### src/design/krcs_pkg.sv
// package for the 4x4 keypad row-column reversal scanner
// types, port patterns and the scan code table; no dependencies
`default_nettype none

package krcs_pkg;

    typedef logic [7:0]  t_byte;
    typedef logic [3:0]  t_nibble;
    typedef logic [15:0] t_count;
    typedef logic [4:0]  t_key_value;

    typedef enum logic [1:0] {
        PH_IDLE,
        PH_DEBOUNCE,
        PH_REVERSE,
        PH_RELEASE
    } t_scan_phase;

    typedef struct packed {
        logic       known;
        t_key_value value;
    } t_key_info;

    localparam int     KEY_COUNT      = 16;
    localparam t_count DEBOUNCE_RESET = 16'd10;
    localparam t_count COUNT_MAX      = 16'hffff;
    localparam t_byte  IDLE_DRIVE     = 8'h0f;
    localparam t_byte  NO_KEY_CODE    = 8'hff;
    localparam t_nibble ALL_HIGH      = 4'hf;

    localparam t_byte CODE_TAB [KEY_COUNT] = '{
        8'h7e, 8'h7d, 8'h7b, 8'h77, 8'hbe, 8'hbd, 8'hbb, 8'hb7,
        8'hde, 8'hdd, 8'hdb, 8'hd7, 8'hee, 8'hed, 8'heb, 8'he7
    };

    localparam t_key_value VALUE_TAB [KEY_COUNT] = '{
        5'd17, 5'd18, 5'd19, 5'd20, 5'd3, 5'd6, 5'd9, 5'd7,
        5'd2,  5'd5,  5'd8,  5'd0,  5'd1, 5'd4, 5'd7, 5'd15
    };

endpackage

`default_nettype wire

### src/design/krcs_in_if.sv
// sample channel: valid, ready and the sampled port pins
// depends on krcs_pkg
`default_nettype none

interface krcs_in_if;
    logic           valid;
    logic           ready;
    krcs_pkg::t_byte port_pins;

    modport source (output valid, output port_pins, input ready);
    modport sink   (input valid, input port_pins, output ready);
endinterface

`default_nettype wire

### src/design/krcs_out_if.sv
// result channel: valid, ready, drive pattern and key report
// depends on krcs_pkg
`default_nettype none

interface krcs_out_if;
    logic                 valid;
    logic                 ready;
    krcs_pkg::t_byte      port_drive;
    logic                 key_event;
    logic                 key_known;
    krcs_pkg::t_key_value key_value;
    krcs_pkg::t_byte      scan_code;

    modport source (output valid, output port_drive, output key_event, output key_known,
                    output key_value, output scan_code, input ready);
    modport sink   (input valid, input port_drive, input key_event, input key_known,
                    input key_value, input scan_code, output ready);
endinterface

`default_nettype wire

### src/design/krcs_decode.sv
// scan code to key value lookup over the 16-entry table
// depends on krcs_pkg
`default_nettype none

module krcs_decode (
    input  wire krcs_pkg::t_byte     i_code,
    output      krcs_pkg::t_key_info o_info
);
    import krcs_pkg::*;

    logic [KEY_COUNT-1:0] hit;
    t_key_value           value;

    // table codes are unique, so at most one entry hits
    always_comb begin
        value = '0;
        for (int k = 0; k < KEY_COUNT; k++) begin
            hit[k] = (CODE_TAB[k] == i_code);
            if (hit[k]) begin
                value = value | VALUE_TAB[k];
            end
        end
        o_info.known = |hit;
        o_info.value = value;
    end

endmodule

`default_nettype wire

### src/design/keypad_row_column_reversal_scan_top.sv
// keypad row-column reversal scanner: phase machine, debounce counter and result register
// depends on krcs_pkg, krcs_in_if, krcs_out_if, krcs_decode
//
//   channel   dir  handshake          payload
//   i_in      in   valid / ready      port_pins
//   o_out     out  valid / ready      port_drive, key_event, key_known, key_value, scan_code
//   i_cfg     in   i_cfg_we           i_cfg_data (debounce_ticks)
//
// one sample per cycle while i_in.ready is high; its result is in the output register in the cycle after acceptance
// the phase machine, the debounce add and compare and the table lookup form the only path
// reset is synchronous: phase idle, count zero, latches all high, debounce_ticks 10
// a stalled result holds the output register; ready drops only while it is full and not taken
`default_nettype none

module keypad_row_column_reversal_scan_top (
    input  wire                    i_clk,
    input  wire                    i_rst_n,
    krcs_in_if.sink                i_in,
    krcs_out_if.source             o_out,
    input  wire                    i_cfg_we,
    input  wire krcs_pkg::t_count  i_cfg_data
);
    import krcs_pkg::*;

    t_scan_phase r_phase, n_phase;
    t_count      r_count, n_count;
    t_nibble     r_col, n_col;
    t_nibble     r_row, n_row;
    t_count      r_deb_ticks;

    logic        r_out_valid;
    t_byte       r_drive;
    logic        r_event;
    logic        r_known;
    t_key_value  r_value;
    t_byte       r_code;

    logic        accept;
    logic        emit;
    t_nibble     cols;
    t_nibble     rows;
    t_byte       code;
    t_byte       drive;
    t_key_info   info;

    assign i_in.ready = !r_out_valid || o_out.ready;
    assign accept     = i_in.valid && i_in.ready;
    assign cols       = i_in.port_pins[3:0];
    assign rows       = i_in.port_pins[7:4];

    always_ff @(posedge i_clk) begin
        if (!i_rst_n) begin
            r_deb_ticks <= DEBOUNCE_RESET;
        end else if (i_cfg_we) begin
            r_deb_ticks <= i_cfg_data;
        end
    end

    always_ff @(posedge i_clk) begin
        if (!i_rst_n) begin
            r_phase <= PH_IDLE;
            r_count <= '0;
            r_col   <= ALL_HIGH;
            r_row   <= ALL_HIGH;
        end else begin
            r_phase <= n_phase;
            r_count <= n_count;
            r_col   <= n_col;
            r_row   <= n_row;
        end
    end

    always_comb begin
        n_phase = r_phase;
        n_count = r_count;
        n_col   = r_col;
        n_row   = r_row;
        emit    = 1'b0;
        if (accept) begin
            case (r_phase)
                PH_IDLE: begin
                    if (cols != ALL_HIGH) begin
                        n_phase = PH_DEBOUNCE;
                        n_count = '0;
                    end
                end
                PH_DEBOUNCE: begin
                    if (r_count != COUNT_MAX) begin
                        n_count = r_count + 16'd1;
                    end
                    if (n_count >= r_deb_ticks) begin
                        if (cols != ALL_HIGH) begin
                            n_col   = cols;
                            n_phase = PH_REVERSE;
                        end else begin
                            n_phase = PH_IDLE;
                        end
                    end
                end
                PH_REVERSE: begin
                    n_row = rows;
                    if (rows == ALL_HIGH) begin
                        emit    = 1'b1;
                        n_phase = PH_IDLE;
                    end else begin
                        n_phase = PH_RELEASE;
                    end
                end
                PH_RELEASE: begin
                    if (rows == ALL_HIGH) begin
                        emit    = 1'b1;
                        n_phase = PH_IDLE;
                    end
                end
                default: begin
                    n_phase = PH_IDLE;
                end
            endcase
        end
    end

    assign code  = {n_row, n_col};
    assign drive = (n_phase == PH_REVERSE || n_phase == PH_RELEASE) ?
                   {ALL_HIGH, n_col} : IDLE_DRIVE;

    krcs_decode u_decode (
        .i_code (code),
        .o_info (info)
    );

    always_ff @(posedge i_clk) begin
        if (!i_rst_n) begin
            r_out_valid <= 1'b0;
        end else if (accept) begin
            r_out_valid <= 1'b1;
        end else if (o_out.ready) begin
            r_out_valid <= 1'b0;
        end
    end

    always_ff @(posedge i_clk) begin
        if (accept) begin
            r_drive <= drive;
            r_event <= emit;
            r_known <= emit && info.known;
            r_value <= emit ? info.value : '0;
            r_code  <= emit ? code : NO_KEY_CODE;
        end
    end

    assign o_out.valid      = r_out_valid;
    assign o_out.port_drive = r_drive;
    assign o_out.key_event  = r_event;
    assign o_out.key_known  = r_known;
    assign o_out.key_value  = r_value;
    assign o_out.scan_code  = r_code;

    // a release report always returns the port to the idle pattern
    a_event_idle_drive: assert property (@(posedge i_clk) disable iff (!i_rst_n)
        (o_out.valid && o_out.key_event) |-> (o_out.port_drive == IDLE_DRIVE))
        else $error("key event without idle drive");

    // a transaction without a key event carries the no-key fields
    a_no_event_fields: assert property (@(posedge i_clk) disable iff (!i_rst_n)
        (o_out.valid && !o_out.key_event) |->
        (o_out.scan_code == NO_KEY_CODE && !o_out.key_known && o_out.key_value == '0))
        else $error("non-event transaction carries key data");

    // reporting phases drive the rows high
    a_reverse_drive: assert property (@(posedge i_clk) disable iff (!i_rst_n)
        (r_out_valid && (r_phase == PH_REVERSE || r_phase == PH_RELEASE)
            && $past(accept)) |-> (o_out.port_drive[7:4] == ALL_HIGH))
        else $error("reversed drive lost its row nibble");

    // back pressure only while a result is held
    a_ready_stall: assert property (@(posedge i_clk) disable iff (!i_rst_n)
        !i_in.ready |-> (r_out_valid && !o_out.ready))
        else $error("input stalled without a held result");

endmodule

`default_nettype wire
### src/flat_wrapper.sv
// flat-port wrapper written by rule: the top's interface ports become plain ports
module keypad_row_column_reversal_scan_top_flat import krcs_pkg::*;
  (i_clk, i_rst_n, i_cfg_we, i_cfg_data, i_in_valid, i_in_port_pins, i_in_ready, o_out_valid, o_out_port_drive, o_out_key_event, o_out_key_known, o_out_key_value, o_out_scan_code, o_out_ready);
  krcs_in_if i_in_i ();
  krcs_out_if o_out_i ();
  input  wire i_clk;
  input  wire i_rst_n;
  input  wire i_cfg_we;
  input  wire krcs_pkg::t_count i_cfg_data;
  input wire logic [$bits(i_in_i.valid)-1:0] i_in_valid;
  input wire logic [$bits(i_in_i.port_pins)-1:0] i_in_port_pins;
  output wire logic [$bits(i_in_i.ready)-1:0] i_in_ready;
  output wire logic [$bits(o_out_i.valid)-1:0] o_out_valid;
  output wire logic [$bits(o_out_i.port_drive)-1:0] o_out_port_drive;
  output wire logic [$bits(o_out_i.key_event)-1:0] o_out_key_event;
  output wire logic [$bits(o_out_i.key_known)-1:0] o_out_key_known;
  output wire logic [$bits(o_out_i.key_value)-1:0] o_out_key_value;
  output wire logic [$bits(o_out_i.scan_code)-1:0] o_out_scan_code;
  input wire logic [$bits(o_out_i.ready)-1:0] o_out_ready;
  assign i_in_i.valid = i_in_valid;
  assign i_in_i.port_pins = i_in_port_pins;
  assign i_in_ready = i_in_i.ready;
  assign o_out_valid = o_out_i.valid;
  assign o_out_port_drive = o_out_i.port_drive;
  assign o_out_key_event = o_out_i.key_event;
  assign o_out_key_known = o_out_i.key_known;
  assign o_out_key_value = o_out_i.key_value;
  assign o_out_scan_code = o_out_i.scan_code;
  assign o_out_i.ready = o_out_ready;
  keypad_row_column_reversal_scan_top u_core (.i_clk(i_clk), .i_rst_n(i_rst_n), .i_in(i_in_i), .o_out(o_out_i), .i_cfg_we(i_cfg_we), .i_cfg_data(i_cfg_data));
endmodule
### config.mk
export PLATFORM = sky130hd
export DESIGN_NAME = keypad_row_column_reversal_scan_top_flat
export DESIGN_NICKNAME = d
export VERILOG_FILES = /design/src/design/krcs_pkg.sv /design/src/design/krcs_in_if.sv /design/src/design/krcs_out_if.sv /design/src/design/krcs_decode.sv /design/src/design/keypad_row_column_reversal_scan_top.sv /design/src/flat_wrapper.sv
export SDC_FILE = /design/constraint.sdc
export NUM_CORES = 1
export LEC_CHECK = 0
export BUFFER_PORTS_ARGS = -buffer_cell sky130_fd_sc_hd__buf_2
export CORE_MARGIN = 2
export CORE_UTILIZATION = 61
export DETAILED_ROUTE_END_ITERATION = 16
export PLACE_DENSITY = 0.85
export SYNTH_ARGS = -nofsm -noshare
export SYNTH_HDL_FRONTEND = slang
export SYNTH_SLANG_ARGS = --single-unit
### constraint.sdc
create_clock -name i_clk -period 9.4 [get_ports i_clk]
set_clock_uncertainty 0.2 [all_clocks]
set_input_delay 0.94 -clock i_clk [delete_from_list [all_inputs] [get_ports i_clk]]
set_output_delay 0.94 -clock i_clk [all_outputs]
set_load 0.03 [all_outputs]
==> impl_results.md <==
- Status: complete, no violations
- Port bufs: 53
- R2r setup slk: around 4.2 ns
- Hold path start: u_core.r_deb_ticks[3]$_SDFFE_PN1P_
- CTS H-Tree Depth: 3
- Crit Path Category: flop to flop
- Clock Tree Buf Depth: 2
- Fin worst setup slack: between 4 and 5 ns
- Area leader, netlist: dfxtp_1
- Core area: ~0.0056 mm^2
- Area delta synth->final: 11.7%
- CTS clk-pin slew, worst paths: ~0.08 ns
- Vias per Instance: 5.80
- Max Cap Viol: 0
- Area post-placement: 0.00384 mm^2
- Mapped Nets: between 400 and 500
- Detailed-route DRC error count: 0
- R2r startpoint: u_core.r_count[4]$_SDFFE_PN0P_
- Crit path max-delay cell type: o2bb2ai_2
- Reg2reg end: u_core.o_out.key_value[1]$_SDFFCE_PN0P_
- Hpwl dp: approximately 5500 um
- PwrDens: about 140 mW/mm^2
- Ys async rst share: 0%
- Diode count: 0
- Worst Hold Path EP: u_core.r_deb_ticks[3]$_SDFFE_PN1P_
- Total number of vias: roughly 3000
- Worst hold path class: flop to flop
- Post-place setup slack: 4.29 ns
- Worst-Skew Late Latency: 0.35 ns
- Worst Reg-to-Reg Cells: 18
- Commonest cells post-synth: 45 x nand2_1, 43 x dfxtp_1, 24 x inv_1
- Max Clock Freq: between 150 and 200 MHz
- Largest delay contributor family on the critical path: simple AND/OR/NAND/NOR gates
- Pins over their slew limit: 0
- First-pass GRT wire length: between 10000 and 15000 um
- Arr. time, crit path: a little over 5 ns
- RD Place Congestion: approximately 0.9
- Dominant cells by area after synthesis: dfxtp_1 24%, edfxtp_1 17%, ha_1 5.9%
- Number of flops mapped to enable cells by yosys: 20
- Worst Path Required: just over 9 ns
- Final core occ: between 70% and 80%
- Largest net degree at the start of global routing: 47
- Floorplan row count: 27
- Avg Cell Area, Syn: slightly above 9 um^2
- Post-route ant nets: 0
- Setup TNS: 0 ns
- CTS Root Buffer Type: clkbuf_8
- Nets: approximately 480
- Top_reg_cell synth: dfxtp_1
- Total CTS buffers: 9
- Worst vdd ir: about 0.090 mV
- Top-count cell post-synth: nand2_1
- Leakage: 1.59 nW
- CP Capture Type: flop
- Starting Density: 64.2%
- FILL cells: 455
- Design Area, Final: about 0.0040 mm^2
- CP bufs+invs: 0
- Total routed wirelength: 7690 um
- Final setup fails: 0
- Yosys cell types: 64
- Max stage delay on crit path: about 0.57 ns
- Sequential-to-total area share from yosys stat: approximately two fifths
- Final period util: a little under three fifths
- CP Depth: 18
- Worst-path cell chain: and3_1 > nor4b_2 > and4_1 > nand2b_1 > and3_1 > nand4_1 > nor2_1 > xnor2_1 > ha_1 > a21oi_1 > nor3_1 > nor3_1 > a311oi_1 > o2bb2ai_2 > nand2b_1 > o22ai_1 > a32oi_1 > a21oi_1
- Die Wd: approximately 81 um
- Antenna violations before repair: 0
- Syn Inst Count: 385
- CTS resizes: 0
- Yosys warns: 0
- Hold-fix buffers at CTS: 0
- Worst slew pin tran: between 0.8 and 0.9 ns
- TritonRoute pass-1 iters: 4
- Gr usage total: a little over a quarter
- CP Max Fanout: 14
- Wire per inst: ~15 um
- I/O pin cnt: 54
- Share of cells above drive strength 1: 19.3%
- Synth top area share: 24.1%
- CP Launch Type: flop
- Die H: 80.6 um
- Power, Total: 0.000548 W
- Die area: around 0.0065 mm^2
- Final Hold Viols: 0
- Vias in the first global route: between 2000 and 3000
- Clock sink count: 63
- Remaining global-route overflow: 0
- Synthesized flop and latch total: 63
- RSZ-0062 raised after global routing: false
- Worst Hold Path Cells: 2
- Synth Cell Area: about 0.0036 mm^2
- Post-CTS Setup Bufs: 0
- Worst slew margin: 41.7%
- Min cycle time layout: just over 5 ns
- CTS tree: built
- Initial DRC count: around 220
## sequential cells by signal, indices dropped and copies added, names as in the netlist
name and count:
u_core.r_phase 2, u_core.o_out.key_event 1, u_core.o_out.port_drive 5, u_core.r_deb_ticks 16, u_core.o_out.valid 1, u_core.o_out.key_known 1
u_core.r_count 16, u_core.o_out.scan_code 8, u_core.r_col 4, u_core.r_row 4, u_core.o_out.key_value 5
## per-layer routing
metal  global-route usage (%)  wire length, um
met1                     32.1             3360
met2                     44.2             3730
met3                     4.94              432
met4                     12.0              165
met5                        0                0
## power breakdown
group          leakage, nW  internal (W)  switching, W
clock               0.0805     0.0000934      0.000103
sequential           0.511      0.000287    0.00000376
combinational         1.00     0.0000225     0.0000380
total                 1.59      0.000403      0.000144
## cell usage in the layout (no fill, tap or decap), drive strengths merged, types with 5 or more instances in the layout
master   n
a22oi    8
mux2i   18
clkbuf  11
nand2b   7
a21oi   18
nand2   46
nor2    17
and3     8
edfxtp  20
o21ai   10
nor2b   23
buf     54
xnor2   11
nand3   11
ha      17
nor4     5
nand4    6
nor3    12
dfxtp   43
inv     24
clkinv   5
## worst reg2reg max path, cell delays in order, from the launching register on
cell and delay [ns]:
dfxtp_1 0.43, and3_1 0.24, nor4b_2 0.34, and4_1 0.33, nand2b_1 0.24, and3_1 0.31
nand4_1 0.18, nor2_1 0.08, xnor2_1 0.19, ha_1 0.28, a21oi_1 0.13, nor3_1 0.09
nor3_1 0.46, a311oi_1 0.20, o2bb2ai_2 0.57, nand2b_1 0.25, o22ai_1 0.11, a32oi_1 0.21
a21oi_1 0.09
## kinds of logic after synthesis
group | after synthesis | share of synthesized area, %
AOI/OAI and AO/OA | 71 | 14.8
xor gates and xnor gates | 15 | 3.67
adders and majority gates | 17 | 5.95
buffers and inverters | 44 | 5.46
DFF | 63 | 40.9
muxes | 20 | 5.67
and+or+nand+nor | 155 | 23.6
## worst max-delay path by stage
stage	slack (ns)	startpoint	end
floorplan	4.84	u_core.r_count[4]$_SDFFE_PN0P_	u_core.o_out.key_value[4]$_SDFFCE_PN0P_
global placement	4.50	u_core.r_count[4]$_SDFFE_PN0P_	u_core.o_out.key_value[4]$_SDFFCE_PN0P_
detailed placement	4.29	u_core.r_count[4]$_SDFFE_PN0P_	u_core.o_out.key_value[3]$_SDFFCE_PN0P_
CTS	4.26	u_core.r_count[4]$_SDFFE_PN0P_	u_core.o_out.key_value[3]$_SDFFCE_PN0P_
global route	3.70	u_core.r_count[4]$_SDFFE_PN0P_	u_core.o_out.key_value[3]$_SDFFCE_PN0P_
finish	4.22	u_core.r_count[4]$_SDFFE_PN0P_	u_core.o_out.key_value[1]$_SDFFCE_PN0P_
## area by class of cell
class,count,area [um^2],share of cell area (%)
Clock buffer,11,131,3.29
Clock inverter,5,26.3,0.657
Inverter,25,93.8,2.35
Multi-Input combinational cell,278,1920,48.1
Sequential cell,63,1460,36.6
Tap cell,72,90.1,2.25
Timing Repair Buffer,54,273,6.83
## metrics by stage
stage,hold slack [ns],cells
after floorplan,0.261,385
after global placement,0.280,492
after detailed placement,0.302,492
after CTS,0.311,508
after global routing,0.343,508
final,0.309,508
Note: power is estimated with default switching activity, not from simulation.
